<file path="config.mk">
export PLATFORM = sky130hd
export DESIGN_NAME = bfc_back
export DESIGN_NICKNAME = d
export VERILOG_FILES = /design/src/rtl/core/bfc_pkg.sv /design/src/rtl/core/bfc_back.sv
export SDC_FILE = /design/constraint.sdc
export NUM_CORES = 1
export LEC_CHECK = 0
export BUFFER_PORTS_ARGS = -buffer_cell sky130_fd_sc_hd__buf_2
export CORE_UTILIZATION = 31
export DETAILED_ROUTE_END_ITERATION = 10
export GPL_TIMING_DRIVEN = 1
export HOLD_SLACK_MARGIN = 0.03
export SLEW_MARGIN = 40
export SYNTH_ARGS = -nofsm -noshare
export SYNTH_HDL_FRONTEND = slang
export SYNTH_SLANG_ARGS = --single-unit
</file>
<file path="constraint.sdc">
create_clock -name clk -period 1.3 [get_ports clk]
set_clock_uncertainty 0.05 [all_clocks]
set_input_delay 0.13 -clock clk [delete_from_list [all_inputs] [get_ports clk]]
set_output_delay 0.13 -clock clk [all_outputs]
set_load 0.02 [all_outputs]
</file>
<file path="src/rtl/core/bfc_pkg.sv">
`timescale 1ns / 1ps
// Shared types, register indexes and helpers for the box frustum cull block.
// Depends on nothing; every other file of the block imports it.
package bfc_pkg;

	localparam int NUM_PLANES = 6;

	localparam logic [2:0] CFG_PLANE_FRONT  = 3'd0;
	localparam logic [2:0] CFG_PLANE_BACK   = 3'd1;
	localparam logic [2:0] CFG_PLANE_LEFT   = 3'd2;
	localparam logic [2:0] CFG_PLANE_RIGHT  = 3'd3;
	localparam logic [2:0] CFG_PLANE_TOP    = 3'd4;
	localparam logic [2:0] CFG_PLANE_BOTTOM = 3'd5;
	localparam logic [2:0] CFG_TOLERANCE    = 3'd6;

	localparam logic [2:0]  NO_PLANE  = 3'd6;
	localparam logic [15:0] TOL_RESET = 16'd66;

	typedef struct packed {
		logic signed [15:0] corner_x;
		logic signed [15:0] corner_y;
		logic signed [15:0] corner_z;
		logic               last_corner;
	} corner_t;

	typedef struct packed {
		logic       visible;
		logic [2:0] rejecting_plane;
	} verdict_t;

	// Field order puts nx in the low bits of the 64-bit register.
	typedef struct packed {
		logic signed [15:0] d;
		logic signed [15:0] nz;
		logic signed [15:0] ny;
		logic signed [15:0] nx;
	} plane_t;

	typedef struct packed {
		logic [NUM_PLANES-1:0] hits;
		logic                  last;
	} test_t;

	function automatic logic [2:0] first_clear(input logic [NUM_PLANES-1:0] mask);
		logic [2:0] idx;
		idx = NO_PLANE;
		for (int p = NUM_PLANES - 1; p >= 0; p--) begin
			if (!mask[p]) begin
				idx = 3'(p);
			end
		end
		return idx;
	endfunction

endpackage

</file>
<file path="src/rtl/core/bfc_back.sv">
`timescale 1ns / 1ps
// Back part: folds plane test results into the box mask and issues the verdict
// on the last corner through an output register. Depends on bfc_pkg.
module bfc_back (
	input  logic              clk,
	input  logic              arst_n,
	input  logic              head_valid,
	input  bfc_pkg::test_t    head_data,
	output logic              pop,
	output logic              out_valid,
	input  logic              out_ready,
	output bfc_pkg::verdict_t out_data
);
	import bfc_pkg::*;

	logic [NUM_PLANES-1:0] mask_q;
	logic [NUM_PLANES-1:0] merged;
	logic [2:0]            reject;
	logic                  out_valid_q;
	verdict_t              out_data_q;

	// Corners that end no box drain freely; the last one waits for a free output.
	assign pop    = head_valid && (!head_data.last || !out_valid_q || out_ready);
	assign merged = mask_q | head_data.hits;
	assign reject = first_clear(merged);

	always_ff @(posedge clk or negedge arst_n) begin
		if (!arst_n) begin
			mask_q      <= '0;
			out_valid_q <= 1'b0;
		end else begin
			if (pop) begin
				mask_q <= head_data.last ? '0 : merged;
			end
			if (pop && head_data.last) begin
				out_valid_q <= 1'b1;
			end else if (out_ready) begin
				out_valid_q <= 1'b0;
			end
		end
	end

	always_ff @(posedge clk) begin
		if (pop && head_data.last) begin
			out_data_q.visible         <= (reject == NO_PLANE);
			out_data_q.rejecting_plane <= reject;
		end
	end

	assign out_valid = out_valid_q;
	assign out_data  = out_data_q;

	a_mask_cleared: assert property (@(posedge clk) disable iff (!arst_n)
		(pop && head_data.last) |=> (mask_q == '0))
		else $error("mask not cleared after last corner");

	a_verdict_consistent: assert property (@(posedge clk) disable iff (!arst_n)
		out_valid_q |-> (out_data_q.visible == (out_data_q.rejecting_plane == NO_PLANE)))
		else $error("visible flag disagrees with rejecting plane");

	a_no_overwrite: assert property (@(posedge clk) disable iff (!arst_n)
		(out_valid_q && !out_ready && head_valid && head_data.last) |-> !pop)
		else $error("verdict overwritten while waiting");

endmodule

</file>
Word level (Yosys, flattened, before mapping)
Cells that the tools add are included.
{"block": "word_totals", "reg_bits": 11, "out_inout_bits": 6, "wordCells": 22, "mem_bits_ro": 0, "inputBits": 11, "n_memories": 0, "latchBits": 0, "ram_bits": 0}
{"block": "classes", "add_sub_neg": 0, "mul": 0, "magnitude_cmp": 0, "n_mux": 9, "eq_ne": 1, "reduce_logical": 7, "n_bitwise": 1, "shift": 0, "div_mod_pow": 0}
{"operator": "$mux W3", "count": 4}
{"operator": "$mux W6", "count": 1}
{"operator": "$or A6 B6 Y6", "count": 1}
{"operator": "$mux W2", "count": 2}
{"operator": "$eq A3 B3 Y1 const B", "count": 1}
{"operator": "$logic_and A1 B1 Y1", "count": 2}
{"operator": "$logic_not A1 Y1", "count": 2}
{"operator": "$logic_or A1 B1 Y1", "count": 2}
{"operator": "$mux W1", "count": 2}
{"operator": "$reduce_bool A2 Y1", "count": 1}

Logic depth before layout (Yosys ltp)
Gate-level depths: netlist (run 1).
{"block": "depth", "depth_word": 8, "depth_mapped": 3, "mapped_depth_nobuf": 3}

Worst setup path before layout (run 1)
No wires, ideal clock.
{"block": "synth_timing", "kind": "register -> output", "start": "register out_valid_q (netlist: out_valid)", "end": "output port pop", "t_required_ns": 1.120, "path_slack_ns": 0.140, "arrival_ns": 0.980, "n_path_buf": 0, "stages_incl_launch_ff": 3, "cell_sequence": "dfrtp_1 nor2b_4 a21oi_1"}
{"block": "synth_between", "elab_chain_len": 4}
{"element": "from (decl)", "line_no": "bfc_back.sv:19", "text": "logic out_valid_q;"}
{"element": "from (signal assigned)", "line_no": "bfc_back.sv:30", "text": "out_valid_q <= 1'b0;"}
{"element": "from (signal assigned)", "line_no": "bfc_back.sv:36", "text": "out_valid_q <= 1'b1;"}
{"element": "from (signal assigned)", "line_no": "bfc_back.sv:38", "text": "out_valid_q <= 1'b0;"}
{"element": "$logic_not A1 Y1", "line_no": "bfc_back.sv:23", "text": "assign pop = head_valid && (!head_data.last || !out_valid_q || out_ready);"}
{"element": "$logic_or A1 B1 Y1 (2 in a row)", "line_no": "bfc_back.sv:23"}
{"element": "$logic_and A1 B1 Y1", "line_no": "bfc_back.sv:23"}
{"element": "to (decl)", "line_no": "bfc_back.sv:9", "text": "output logic pop,"}
Every way passes these cells.

Worst setup path in the final report (run 1)
Same ends and word-level chain as after synthesis.

==> results.toml, run 1 <==
[routing]
ant_nets = 0
wl_um = 1010
viasPerCell = 5.13
drtPass1Iterations = 4
wl_per_cell_um = 11.9
drc = 0
vias = 436
drtIter0Drc = 16

[critical_path]
cpPeakStageDelay_ps = 370
start_kind = "flip-flop"
critPathTopFamily = "flip-flops"
cp_data_arrival_time_ps = 1040
crit_chain = "nor2b_4, a21oi_2, buf_4"
cp-end-kind = "output port"
worstPathMaxFanout = 2
crit_buf_inv = 1
worstPathRequired_ps = 1120
critical_path_class = "reg -> out"
slowest_stage = "dfrtp_1"

[clocking]
clockBufferDepth = 2
worstSkewPairLatency_ps = 270
ctsHtreeMaxLevel = 1
cts-buffers-inserted = 3
clkSinkCount = 11
clk_pin_slew_ps = 70
clockRootBuffer = "clkbuf_4"
cts_tree = "done"

[finish]
areaGrowthSynthToFinish_pct = 30.2
layout_common_cells = "buf_2, a21oi_1, nor2_1"
final_net_count = 81
fill_cells = 151
drive_above_1_share = 0.362
diodes = 0
layout_commonest_cell = "buf_2"

[placement]
io_buffers = 16
dp_hpwl_um = 733
gp_congestion = 0.784

[sta]
relSlewSlack = 0.822
min_period_ps = 1220
period_share = 0.942
rsz0062_at_grt = "no"
hold_ws_ps = 73.0
finalSetupViolations = 0
final-hold-violation-count = 0
drv_slew = 0
fmax_mhz = 817
tightest_slew_ps = 267
setup_tns_ps = 0

[global_routing]
grt_pass1_vias = 395
track_usage = 0.138
grt_max_degree = 8
grt_pass1_wl_um = 1620
grt-ovfl-total = 0
antenna_found_initial = 0

[yosys]
ys_ff_latch = 11
seq_area_frac_synth = 0.594
syn_nets = 58
synthCells = 47
synth.distinct_cells = 14
syn_avg_cell_area_um2 = 10.6
synth_area_um2 = 497
ys_warn_count = 0

[status]
status = "completed"

[pwr]
irDropWorstVdd_v = 0.000596
swShare = 0.284
cellLeakagePower_nw = 0.294
power.share.combinational = 0.187
p_clk_frac = 0.296
power_per_cell_area_mw_per_mm2 = 1250
p_int_mw = 0.579
p_sw_mw = 0.230
p_seq_frac = 0.517

[flow_run]
maxCapViolations = 0

[floorplan]
die_x_um = 42.0
ioPinCount = 17
rows = 14
start_util = 0.330
die_h_um = 42.0
core_mm2 = 0.00151
die_area_mm2 = 0.00177

[min_path]
hold_class = "in -> reg"
-- final cells by class --
type / instances / area [um^2] / area share
sequential: 11 / 295 / 0.456
clock buffer: 4 / 26.3 / 0.0406
tap: 16 / 20.0 / 0.0309
timing repair buffer: 18 / 100 / 0.155
multi-input combinational: 34 / 198 / 0.306
inverter: 2 / 7.51 / 0.0116
-- cell families after synthesis --
family / after synthesis / share of synthesized area
AOI/OAI and AO/OA: 20 / 0.217
and+or+nand+nor: 14 / 0.174
buffers and inverters: 2 / 0.0151
DFF: 11 / 0.594
-- repair_timing --
item                       4_1_cts  5_1_grt
hold buffers                     1        0
buffers inserted                 0        1
resized for setup                0        2
hold endpoints to repair         7        0
setup endpoints to repair        0        1
-- synth_stat cells --
cell | count | area share
a21oi_1 | 12 | 0.12
nor2_1 | 8 | 0.060
dfrtp_1 | 7 | 0.35
edfxtp_1 | 4 | 0.24
o21ai_1 | 3 | 0.030
o22ai_1 | 3 | 0.038
inv_1 | 2 | 0.015
nor2b_4 | 2 | 0.055
nand2_2 | 1 | 0.013
nand2b_1 | 1 | 0.013
nor2_4 | 1 | 0.023
nor3_1 | 1 | 0.010
o21ai_0 | 1 | 0.010
o32ai_1 | 1 | 0.018
-- tightest hold or removal path, cell delays in order --
cell and delay, ps:
buf_2 100, a21oi_1 60, nor2_1 70
-- path summary, 6_finish.rpt --
kind	start	to	slack (ps)	cells after the start
setup reg to reg	out_valid	out_data[1]	110	3
min in group asynchronous	arst_n	mask_q[2]	160	2
hold reg to reg	mask_q[1]	mask_q[1]	470	2
max in group asynchronous	arst_n	mask_q[4]	870	2
setup / recovery	out_valid	pop	80	3
hold / removal	head_data[2]	mask_q[1]	70	3
-- flip-flops by register name (all words and copies together) (netlist names) --
signal and flops:
mask_q 6, out_data 4, out_valid 1
-- power groups by stage --
stage | combinational (mW) | sequential (mW) | clock (mW)
floorplan | 0.0760 | 0.434 | 0
global placement | 0.143 | 0.424 | 0
detailed placement | 0.143 | 0.425 | 0
CTS | 0.146 | 0.418 | 0.246
global route | 0.170 | 0.423 | 0.260
finish | 0.151 | 0.418 | 0.240
-- per-stage QoR --
stage	total power, mW	worst slack [ps]	area, um^2	util	std cells
floorplan	0.510	140	497	-	47
global placement	0.567	226	597	0.396	79
detailed placement	0.568	221	597	0.396	79
CTS	0.810	12.8	633	0.420	84
global route	0.853	1.22	647	0.429	85
finish	0.809	75.3	647	0.429	85
-- metal layers --
metal	global-route usage	share of wire	wire length, um	vias up
met4	0.0938	0.029	29	0
met5	0	0	0	-
met1	0.137	0.42	427	206
li1	-	-	-	214
met2	0.219	0.49	495	12
met3	0.0776	0.061	62	4
Power figures use the tool's default switching activity.
==> inputs of run 2 (changes only) <==
--- a/config.mk
+++ b/config.mk
@@ -10,6 +10,7 @@
 export DETAILED_ROUTE_END_ITERATION = 10
 export GPL_TIMING_DRIVEN = 1
 export HOLD_SLACK_MARGIN = 0.03
+export REMOVE_ABC_BUFFERS = 1
 export SLEW_MARGIN = 40
 export SYNTH_ARGS = -nofsm -noshare
 export SYNTH_HDL_FRONTEND = slang
==> constraint.sdc (replaced) <==
create_clock -name clk -period 1.1 [get_ports clk]
set_clock_uncertainty 0.05 [all_clocks]
set_input_delay 0.11 -clock clk [delete_from_list [all_inputs] [get_ports clk]]
set_output_delay 0.11 -clock clk [all_outputs]
set_load 0.02 [all_outputs]
==> run 2 against run 1 <==
The run now ends with negative setup slack left. Sequential share of layout area is 1.9 points lower. Worst hold slack improved by 9.3 ps. Final cell count rose by 2.4%. First-iteration DRC count shrank 44%. Combinational power rose by 30%. Sequential power is 18% higher. Core utilization increased by 1.8 points. Clock-buffer cell count is the same. Critical path depth unchanged. Largest cell class unchanged. Highest routed layer unchanged.
==> results.toml, run 2 (synthesis results as in run 1) <==
[pwr]
power_per_cell_area_mw_per_mm2 = 1420
power_mw = 0.959
irDropWorstVdd_v = 0.000645
cellLeakagePower_nw = 0.307

[clocking]
clockRootBuffer = "clkbuf_4"
clkSinkCount = 11
ctsHtreeMaxLevel = 1
worstSkewPairLatency_ps = 270
clk_pin_slew_ps = 60
cts-buffers-inserted = 3
clockBufferDepth = 2
cts_tree = "done"

[critical_path]
rr_startpoint = "out_valid"
critical_path_class = "reg -> out"
cpPeakStageDelay_ps = 370
start_kind = "flip-flop"
worst_r2r_endpoint = "out_data[1]"
critPathTopFamily = "flip-flops"
worstPathRequired_ps = 940
crit_chain = "nor2b_4, a21oi_2, buf_6"
worst_r2r_path_depth = 3
cp-end-kind = "output port"
worstPathMaxFanout = 3
rrSetupSlack_ps = -80
slowest_stage = "dfrtp_1"
crit_buf_inv = 1
cp_data_arrival_time_ps = 1040
worst-path-stages = 3

[status]
status = "complete, but fails checks"
violations = "negative setup slack"

[min_path]
hold_path_depth = 3
min_from = "head_data[2]"
hold_class = "in -> reg"
hold_end = "mask_q[1]"

[floorplan]
die_area_mm2 = 0.00177
die_x_um = 42.0
core_mm2 = 0.00151
rows = 14
start_util = 0.330
ioPinCount = 17
die_h_um = 42.0

[sta]
tightest_slew_ps = 243
fmax_mhz = 837
min_period_ps = 1200
period_share = 1.09
final-hold-violation-count = 0
drv_slew = 0
rsz0062_at_grt = "yes"
relSlewSlack = 0.838
finalSetupViolations = 5
setup_ws_ps = -95.1

[finish]
diodes = 0
final_cells = 87
regMostFlops = "mask_q"
drive_above_1_share = 0.408
final_net_count = 83
largest_reg_flops = 6
areaGrowthSynthToFinish_pct = 35.8
post-route-util = 0.448
layout_commonest_cell = "buf_2"
layout_common_cells = "buf_2, a21oi_1, nor2_1, dfrtp_1, edfxtp_1"

[routing]
wl_um = 953
drtIter0Drc = 9
viasPerCell = 4.99
drtPass1Iterations = 4
vias = 434
wl_per_cell_um = 11.0
ant_nets = 0
drc = 0

[global_routing]
antenna_found_initial = 0
grt_max_degree = 8
grt_pass1_vias = 409
grt-ovfl-total = 0
track_usage = 0.132
grt_pass1_wl_um = 1680

[placement]
dp_slack_ps = 31.1
gp_congestion = 0.807
io_buffers = 16
dp_hpwl_um = 753
place_inst = 80

[flow_run]
maxCapViolations = 0
run 2: cell count changes in the layout (fill, tap and decap cells not counted), sizes merged:
cell	change
buf	+2
run 2: how the worst max path moves through the flow:
stage	start	end	slack, ps
final	out_valid	pop	-100
after floorplan	out_valid	pop	-40
after CTS	out_valid	pop	-90
after detailed placement	out_valid	out_data[1]	30
after global placement	mask_q[2]	out_data[3]	50
after global routing	out_valid	pop	-170
run 2: what timing repair did:
action	in CTS	in global routing
buffers inserted	2	0
resized for setup	2	3
pin swaps	2	3
endpoints found under the hold margin	7	0
hold buffers	1	0
setup endpoints to repair	1	10
run 2: stage by stage:
step / setup TNS (ps) / hold slack, ps / area [um^2]
floorplan: -147 / -236 / 497
global placement: 0 / -95.0 / 604
detailed placement: 0 / -95.9 / 604
CTS: -371 / 68.4 / 662
global route: -756 / 86.1 / 674
finish: -401 / 82.3 / 674
run 2: final cells by class:
type	count	area, um^2
multi-input combinational	34	206
tap	16	20.0
sequential	11	295
timing repair buffer	20	119
clock buffer	4	26.3
fill	148	832
inverter	2	7.51
run 2: worst reg2reg max path, stage by stage (launching register included):
cell	delay, ps
dfrtp_1	370
nor2b_4	130
buf_4	140
nor2_4	180
run 2: report_power, final:
part / switching [mW] / internal, mW / total [mW]
logic: 0.107 / 0.0883 / 0.196
registers: 0.0246 / 0.469 / 0.493
clock network: 0.130 / 0.141 / 0.270
run 2: routing by layer:
| layer | vias up | part of all wire | track usage | routed length, um |
|---|---|---|---|---|
| met1 | 203 | 0.46 | 0.164 | 434 |
| met2 | 10 | 0.47 | 0.194 | 448 |
| li1 | 218 | - | - | - |
| met4 | 0 | 0.018 | 0.0563 | 17 |
| met5 | - | 0 | 0 | 0 |
| met3 | 3 | 0.057 | 0.0647 | 54 |
