<file path="config.mk">
export PLATFORM = sky130hd
export DESIGN_NAME = bfc_queue
export DESIGN_NICKNAME = d
export VERILOG_FILES = /design/src/rtl/core/bfc_pkg.sv /design/src/rtl/core/bfc_queue.sv
export SDC_FILE = /design/constraint.sdc
export NUM_CORES = 1
export LEC_CHECK = 0
export ABC_AREA = 1
export BUFFER_PORTS_ARGS = -buffer_cell sky130_fd_sc_hd__buf_2
export CORE_MARGIN = 5
export CORE_UTILIZATION = 40
export CTS_CLUSTER_SIZE = 28
export DETAILED_ROUTE_END_ITERATION = 10
export MAX_ROUTING_LAYER = met4
export SETUP_SLACK_MARGIN = 0.1
export SLEW_MARGIN = 30
export SYNTH_ARGS = -nofsm -noshare
export SYNTH_HDL_FRONTEND = slang
export SYNTH_SLANG_ARGS = --single-unit
</file>
<file path="constraint.sdc">
create_clock -name clk -period 2.03 [get_ports clk]
set_input_delay 0.1015 -clock clk [delete_from_list [all_inputs] [get_ports clk]]
set_output_delay 0.1015 -clock clk [all_outputs]
set_load 0.005 [all_outputs]
</file>
<file path="src/rtl/core/bfc_pkg.sv">
`timescale 1ns / 1ps
// Shared types, register indexes and helpers for the box frustum cull block.
// Depends on nothing; every other file of the block imports it.
package bfc_pkg;

	localparam int NUM_PLANES = 6;

	localparam logic [2:0] CFG_PLANE_FRONT  = 3'd0;
	localparam logic [2:0] CFG_PLANE_BACK   = 3'd1;
	localparam logic [2:0] CFG_PLANE_LEFT   = 3'd2;
	localparam logic [2:0] CFG_PLANE_RIGHT  = 3'd3;
	localparam logic [2:0] CFG_PLANE_TOP    = 3'd4;
	localparam logic [2:0] CFG_PLANE_BOTTOM = 3'd5;
	localparam logic [2:0] CFG_TOLERANCE    = 3'd6;

	localparam logic [2:0]  NO_PLANE  = 3'd6;
	localparam logic [15:0] TOL_RESET = 16'd66;

	typedef struct packed {
		logic signed [15:0] corner_x;
		logic signed [15:0] corner_y;
		logic signed [15:0] corner_z;
		logic               last_corner;
	} corner_t;

	typedef struct packed {
		logic       visible;
		logic [2:0] rejecting_plane;
	} verdict_t;

	// Field order puts nx in the low bits of the 64-bit register.
	typedef struct packed {
		logic signed [15:0] d;
		logic signed [15:0] nz;
		logic signed [15:0] ny;
		logic signed [15:0] nx;
	} plane_t;

	typedef struct packed {
		logic [NUM_PLANES-1:0] hits;
		logic                  last;
	} test_t;

	function automatic logic [2:0] first_clear(input logic [NUM_PLANES-1:0] mask);
		logic [2:0] idx;
		idx = NO_PLANE;
		for (int p = NUM_PLANES - 1; p >= 0; p--) begin
			if (!mask[p]) begin
				idx = 3'(p);
			end
		end
		return idx;
	endfunction

endpackage

</file>
<file path="src/rtl/core/bfc_queue.sv">
`timescale 1ns / 1ps
// Short register queue of plane test results between the front and back parts.
// Depends on bfc_pkg.
module bfc_queue #(
	parameter int QUEUE_DEPTH = 8
) (
	input  logic                             clk,
	input  logic                             arst_n,
	input  logic                             push,
	input  bfc_pkg::test_t                   push_data,
	input  logic                             pop,
	output logic                             head_valid,
	output bfc_pkg::test_t                   head_data,
	output logic [$clog2(QUEUE_DEPTH+1)-1:0] level
);
	import bfc_pkg::*;

	localparam int LW = $clog2(QUEUE_DEPTH + 1);
	localparam int AW = (QUEUE_DEPTH > 1) ? $clog2(QUEUE_DEPTH) : 1;

	test_t          entry_q [QUEUE_DEPTH];
	logic [AW-1:0]  wr_ptr_q, rd_ptr_q;
	logic [LW-1:0]  level_q;

	always_ff @(posedge clk) begin
		if (push) begin
			entry_q[wr_ptr_q] <= push_data;
		end
	end

	always_ff @(posedge clk or negedge arst_n) begin
		if (!arst_n) begin
			wr_ptr_q <= '0;
			rd_ptr_q <= '0;
			level_q  <= '0;
		end else begin
			if (push) begin
				wr_ptr_q <= (wr_ptr_q == AW'(QUEUE_DEPTH - 1)) ? '0 : wr_ptr_q + 1'b1;
			end
			if (pop) begin
				rd_ptr_q <= (rd_ptr_q == AW'(QUEUE_DEPTH - 1)) ? '0 : rd_ptr_q + 1'b1;
			end
			level_q <= level_q + LW'(push) - LW'(pop);
		end
	end

	assign head_valid = (level_q != '0);
	assign head_data  = entry_q[rd_ptr_q];
	assign level      = level_q;

	a_no_overflow: assert property (@(posedge clk) disable iff (!arst_n)
		push |-> (level_q < LW'(QUEUE_DEPTH)))
		else $error("queue written while full");

	a_no_underflow: assert property (@(posedge clk) disable iff (!arst_n)
		pop |-> head_valid)
		else $error("queue read while empty");

	a_level_bound: assert property (@(posedge clk) disable iff (!arst_n)
		level_q <= LW'(QUEUE_DEPTH))
		else $error("queue level beyond depth");

endmodule

</file>
After elaboration in Yosys (flattened, before gate mapping)
Memories as Yosys holds them, arrays and structs flattened.
Index checks and enable logic that the tools add are counted.
{"block": "totals", "reg_bits": 10, "ram_bits": 56, "word_cells": 15, "memories": 1}
{"name": "entry_q", "depth": 8, "width": 7, "read_ports": 1, "rd_clocked_by_memory_dff": 0, "wr": 1, "line_no": "bfc_queue.sv:21", "source": "test_t entry_q [QUEUE_DEPTH];"}
{"block": "classes", "add_sub_neg": 4, "eq_ne": 2, "mux": 4, "reduce_logical": 1}
{"operator": "$add 3x1->3 const B", "count": 2}
{"operator": "$eq 3x3->1 const B", "count": 2}
{"operator": "$mux 3", "count": 2}
{"operator": "$add 4x1->4", "count": 1}
{"operator": "$reduce_bool 4->1", "count": 1}
{"operator": "$sub 4x1->4", "count": 1}
{"operator": "$mux 1", "count": 2}

Logic depth before layout (Yosys ltp)
Gate-level depths: netlist of the first run.
{"block": "depth", "depth_word": 2, "mapped_depth": 7, "depth_no_buf": 7}

Worst setup path before layout of the first run
OpenSTA, ideal clock, no wires.
{"block": "synth_path", "kind": "flip-flop to flip-flop", "from": "reg level_q[0] (netlist: level[0])", "to": "reg level_q[2] (netlist: level[2])", "arrival_time_ns": 1.376, "setup_slack_ns": 0.531, "stages_incl_launch_ff": 7, "path_cell_list": "dfrtp_1 inv_1 ha_1 inv_1 ha_1 fa_1 xor2_1"}
{"block": "synth_via", "elab_chain_cells": 2}
{"element": "from (decl)", "line_no": "bfc_queue.sv:23", "source": "logic [LW-1:0] level_q;"}
{"element": "from (signal assigned)", "line_no": "bfc_queue.sv:43", "source": "level_q <= level_q + LW'(push) - LW'(pop);"}
{"element": "$add 4x1->4", "line_no": "bfc_queue.sv:43"}
{"element": "$sub 4x1->4", "line_no": "bfc_queue.sv:43"}
Every way passes these cells.
A chain may end at the register's enable or synchronous reset.

==> impl_metrics.json, run 1 <==
{
  "insertedDiodeCount": 0,
  "synthTopCellsByArea": "edfxtp_1, nand2_1, inv_1",
  "fin_area_um2": 3580,
  "pre_cts_ws_ns": 0.497,
  "power_frac_comb_pct": 30.2,
  "drt_iter0_markers": 157,
  "grt_pass1_vias": 2040,
  "cp.arrival_ns": 1.70,
  "cts_buffer_depth": 2,
  "die_h_um": 97.0,
  "firstDrtPassIters": 4,
  "h-tree-depth": 3,
  "yosysWarnings": 0,
  "fin_ws_ns": 0.225,
  "mappedNetlistArea_um2": 3030,
  "r2r_start": "level[0]",
  "power_mw": 4.73,
  "synth_ff_type": "edfxtp_1",
  "dieArea_um2": 9410,
  "irDropWorstVdd_v": 0.000502,
  "portBuffers": 22,
  "drive_above_1_share_pct": 14.8,
  "drv_slew": 0,
  "grtUsageTotal_pct": 14.6,
  "place_area_um2": 3300,
  "yosys.area.top_type": "edfxtp_1",
  "nFillCells": 681,
  "ys_ff_latch": 66,
  "crit_required_ns": 1.93,
  "cp-start-kind": "flop",
  "max_freq_mhz": 554,
  "cts_tree": "built",
  "finalSetupTns_ns": 0,
  "leakagePower_nw": 1.72,
  "fin_crit_sh_pct": 88.9,
  "grt_setup_unrepaired": "true",
  "hold_viol": 0,
  "antenna_found_initial": 0,
  "setup_violations": 0,
  "hpwl_um": 3930,
  "syn_inst": 307,
  "cts_buffers": 9,
  "grt_pass1_wl_um": 10300,
  "yosysMostFrequentCell": "nand2_1",
  "yosysTopAreaCellShare_pct": 55.5,
  "hold_path.startpoint": "push_data[4]",
  "start_util_pct": 41.3,
  "grt_max_degree": 18,
  "cap_violations": 0,
  "clock-sinks": 66,
  "num_rows": 31,
  "powerDensity_nw_per_um2": 1320,
  "synthTopCellsByCount": "nand2_1, inv_1, edfxtp_1, nand3_1, dfrtp_1",
  "die_x_um": 97.0,
  "synth_edf_count": 56,
  "syn_area_per_cell_um2": 9.86,
  "power_frac_seq_pct": 39.0,
  "area_growth_syn_to_layout_pct": 18.1,
  "ys_seq_area_share_pct": 63.8,
  "critical_path_class": "reg2out",
  "synth_nets": 328,
  "crit_fanout": 15,
  "ant_nets": 0,
  "vias_per_cell": 4.38,
  "min_period_ns": 1.81,
  "cts_setup_buffers": 0,
  "dr_total_vias": 1972,
  "cellInternalPower_mw": 3.20,
  "synthArstFlopShare_pct": 15.2,
  "routabilityCongestion": 0.744,
  "clkTransAtPathRegs_ns": 0.08,
  "hold_class": "in2reg",
  "drt-total-wl_um": 6150,
  "routedWlPerCell_um": 13.7,
  "insertion_delay_ns": 0.34,
  "coreArea_um2": 7330,
  "skew_ns": 0.00733,
  "relSlewSlack_pct": 70.5,
  "critPathLaunch": "rd_ptr_q[1]",
  "clk_root_buffer_cell": "clkbuf_8",
  "p_clk_share_pct": 30.8,
  "p_switching_mw": 1.53,
  "switching_share_pct": 32.4,
  "endpoint_kind": "output pin",
  "status": "finished, final reports clean",
  "worstMarginPinSlew_ns": 0.442,
  "io_pins": 23,
  "synth_cell_types": 15,
  "drc": 0,
  "grt.overflow.total": 0,
  "fin_nets": 367
}
-- state kept, by name (all words and copies together) (netlist names) --
register  cells
level         4
wr_ptr_q      3
rd_ptr_q      3
entry_q      56
-- kinds of logic (layout without fill, tap and decap cells) --
family          Yosys count  in the layout  synth area share (%)
simple gates            142            142                  19.0
buf+inv                  80            124                  11.1
flops                    66             66                  63.8
fa+ha+maj                10             10                  4.38
compound gates            7              7                  1.16
xor+xnor                  2              2                 0.579
-- cell usage in the layout, fill, tap and decap left out --
cell / count
nand2_1: 100
inv_1: 70
edfxtp_1: 56
nand3_1: 34
buf_2: 22
buf_4: 13
dfrtp_1: 10
ha_1: 9
clkbuf_8: 9
nor2_1: 8
o21ai_0: 6
bufinv_16: 4
xor2_1: 2
inv_2: 1
a21oi_1: 1
fa_1: 1
inv_6: 1
clkinv_4: 1
clkbuf_1: 1
dlygate4sd3_1: 1
buf_6: 1
-- worst paths after layout --
check | endpoint | slack (ns) | cells past startpoint
hold reg to reg | wr_ptr_q[0] | 0.63 | 2
setup / recovery | head_data[0] | 0.22 | 6
setup reg to reg | level[2] | 0.50 | 6
min in group asynchronous | level[0] | 0.15 | 2
max in group asynchronous | rd_ptr_q[0] | 1.67 | 2
hold / removal | entry_q[4][4] | 0.03 | 1
-- power by group through the flow --
stage,clock (mW),combinational (mW),sequential (mW)
floorplan,0,0.981,1.82
global placement,0,1.42,1.86
detailed placement,0,1.45,1.87
CTS,1.48,1.46,1.84
global route,1.54,1.68,1.87
finish,1.46,1.43,1.84
-- timing repair --
item	CTS	global route
hold endpoints to repair	10	0
endpoints found under the setup margin	0	2
hold buffers	1	0
gates resized for setup	0	1
-- through the flow --
step | instances | hold WS, ns | utilization (%)
3_5_place_dp | 433 | -0.0219 | 45.0
5_1_grt | 450 | 0.0301 | 48.8
2_1_floorplan | 307 | -0.194 | -
4_1_cts | 450 | 0.0149 | 48.7
3_3_place_gp | 433 | -0.0251 | 45.0
6_report | 450 | 0.0310 | 48.8
-- metal layers --
metal  global-route usage (%)  up-vias  share of wire, %
li1                         -     1030                 -
met4                     6.80        0               2.3
met5                        -        -                 0
met2                     23.8       34                50
met3                     2.37       11               3.6
met1                     17.9      897                44
-- area by class of cell --
type	instances	area [µm²]	share of cell area [%]
Inverter	71	267	7.45
Tap cell	99	124	3.46
Clock buffer	10	128	3.57
Timing Repair Buffer	37	229	6.40
Sequential cell	66	1930	54.0
Multi-Input combinational cell	161	761	21.3
Clock inverter	6	138	3.85
-- worst max-delay path, cell delays in order (launching register included) --
cell and delay (ns):
dfrtp_1 0.53, inv_2 0.34, nand3_1 0.14, nand2_1 0.08
nand2_1 0.04, nand2_1 0.11, buf_2 0.12
Power figures use the tool's default switching activity.
==> run 2: changes to the inputs <==
--- a/config.mk
+++ b/config.mk
@@ -9,6 +9,7 @@
 export BUFFER_PORTS_ARGS = -buffer_cell sky130_fd_sc_hd__buf_2
 export CORE_MARGIN = 5
 export CORE_UTILIZATION = 40
+export CTS_BUF_LIST = sky130_fd_sc_hd__clkbuf_16
 export CTS_CLUSTER_SIZE = 28
 export DETAILED_ROUTE_END_ITERATION = 10
 export MAX_ROUTING_LAYER = met4
==> run 2 against run 1 <==
Effect of this change: setup slack lost 0.0039 ns; critical path type unchanged; final area grew 2.8%; total power grew 9.3%; routed wire length grew 2.4%; clock skew shrank 0.0022 ns; sequential share of layout area shrank 1.5 points; core utilization grew 1.4 points.
==> impl_metrics.json, run 2 (same netlist as run 1, synthesis figures left out) <==
{
  "status": "finished, final reports clean",
  "crit_family": "flip-flops",
  "num_rows": 31,
  "grt_max_degree": 18,
  "insertion_delay_ns": 0.32,
  "fin_area_um2": 3680,
  "finalSetupTns_ns": 0,
  "cp-start-kind": "flop",
  "grt_setup_unrepaired": "false",
  "power_frac_comb_pct": 27.8,
  "vias_per_cell": 4.46,
  "endpoint_kind": "output pin",
  "hpwl_um": 3930,
  "routedWlPerCell_um": 14.0,
  "die_h_um": 97.0,
  "clock-sinks": 66,
  "regMostFlops": "entry_q",
  "powerDensity_nw_per_um2": 1410,
  "cap_violations": 0,
  "cts_setup_buffers": 0,
  "crit_chain": "inv_2, nand3_1, nand2_1, nand2_1, nand2_1, buf_2",
  "layout_common_cells": "nand2_1, inv_1, edfxtp_1",
  "insertedDiodeCount": 0,
  "crit_top_cell": "nand2_1",
  "fin_nets": 367,
  "dr_total_vias": 2005,
  "cts_buffers": 9,
  "max_freq_mhz": 553,
  "power_mw": 5.17,
  "hold_class": "in2reg",
  "cp.arrival_ns": 1.71,
  "grt_pass1_vias": 2083,
  "p_clk_share_pct": 36.4,
  "power_frac_seq_pct": 35.7,
  "crit_required_ns": 1.93,
  "min_period_ns": 1.81,
  "firstDrtPassIters": 4,
  "worstMarginPinSlew_ns": 0.448,
  "drive_above_1_share_pct": 14.8,
  "p_switching_mw": 1.59,
  "crit_path_max_incr_delay_ns": 0.54,
  "irDropWorstVdd_v": 0.000571,
  "grt_pass1_wl_um": 10700,
  "fin_crit_sh_pct": 89.1,
  "io_pins": 23,
  "drv_slew": 0,
  "grtUsageTotal_pct": 15.0,
  "critical_path_class": "reg2out",
  "cellInternalPower_mw": 3.58,
  "area_growth_syn_to_layout_pct": 21.5,
  "switching_share_pct": 30.7,
  "relSlewSlack_pct": 70.1,
  "routabilityCongestion": 0.744,
  "hold_viol": 0,
  "drc": 0,
  "start_util_pct": 41.3,
  "antenna_found_initial": 0,
  "die_x_um": 97.0,
  "drt_iter0_markers": 151,
  "layout_commonest_cell": "nand2_1",
  "cts_buffer_depth": 2,
  "coreArea_um2": 7330,
  "cts_tree": "built",
  "skew_ns": 0.00514,
  "placed_cells": 433,
  "pre_cts_ws_ns": 0.497,
  "largest_reg_flops": 56,
  "ant_nets": 0,
  "drt-total-wl_um": 6300,
  "setup_violations": 0,
  "h-tree-depth": 3,
  "place_area_um2": 3300,
  "grt.overflow.total": 0,
  "dieArea_um2": 9410,
  "fin_cells": 450,
  "post-route-util_pct": 50.2,
  "whs_ns": 0.0510,
  "crit_fanout": 15,
  "clkTransAtPathRegs_ns": 0.06,
  "slowest_stage": "dfrtp_1",
  "fin_ws_ns": 0.221,
  "cp.buffers_inverters": 2,
  "portBuffers": 22,
  "leakagePower_nw": 1.77,
  "clk_root_buffer_cell": "clkbuf_16"
}
-- run 2: final timing paths --
kind / startpoint / to / slack [ns] / depth (start not counted)
setup / recovery: rd_ptr_q[1] / head_data[0] / 0.22 / 6
hold / removal: push_data[4] / entry_q[4][4] / 0.05 / 1
setup reg to reg: level[0] / level[2] / 0.49 / 6
hold reg to reg: wr_ptr_q[0] / wr_ptr_q[0] / 0.62 / 2
max in group asynchronous: arst_n / rd_ptr_q[0] / 1.65 / 2
min in group asynchronous: arst_n / level[0] / 0.18 / 2
-- run 2: routing by layer --
| layer | vias to the layer above | share of wire [%] | track usage [%] | routed length (µm) |
|---|---|---|---|---|
| met3 | 8 | 3.9 | 2.37 | 247 |
| met5 | - | 0 | - | 0 |
| li1 | 1036 | - | - | - |
| met1 | 923 | 44 | 18.3 | 2770 |
| met4 | 0 | 1.8 | 7.24 | 112 |
| met2 | 38 | 50 | 24.3 | 3170 |
-- run 2: repair_timing --
action                                  in CTS  in global routing
gates resized for setup                      0                  1
hold endpoints to repair                    10                  0
endpoints found under the setup margin       0                  2
hold buffers                                 1                  0
-- run 2: final cells by class --
| class | instances | area, µm² |
|---|---|---|
| fill | 662 | 3650 |
| sequential | 66 | 1930 |
| multi-input combinational | 161 | 761 |
| inverter | 71 | 267 |
| timing repair buffer | 37 | 229 |
| clock buffer | 9 | 225 |
| clock inverter | 7 | 141 |
| tap | 99 | 124 |
-- run 2: worst reg2reg max path: cells and delay by family, from the launching register on --
kind,cells,cell delay (ns)
adder cells (fa/ha/maj),3,0.84
flip-flops,1,0.34
XOR/XNOR,1,0.15
buffers and inverters,2,0.09
-- run 2: power groups by stage --
stage / sequential, mW / clock, mW / combinational [mW]
5_1_grt: 1.88 / 1.98 / 1.69
3_3_place_gp: 1.86 / 0 / 1.42
3_5_place_dp: 1.87 / 0 / 1.45
6_report: 1.85 / 1.88 / 1.44
2_1_floorplan: 1.82 / 0 / 0.981
4_1_cts: 1.85 / 1.91 / 1.47
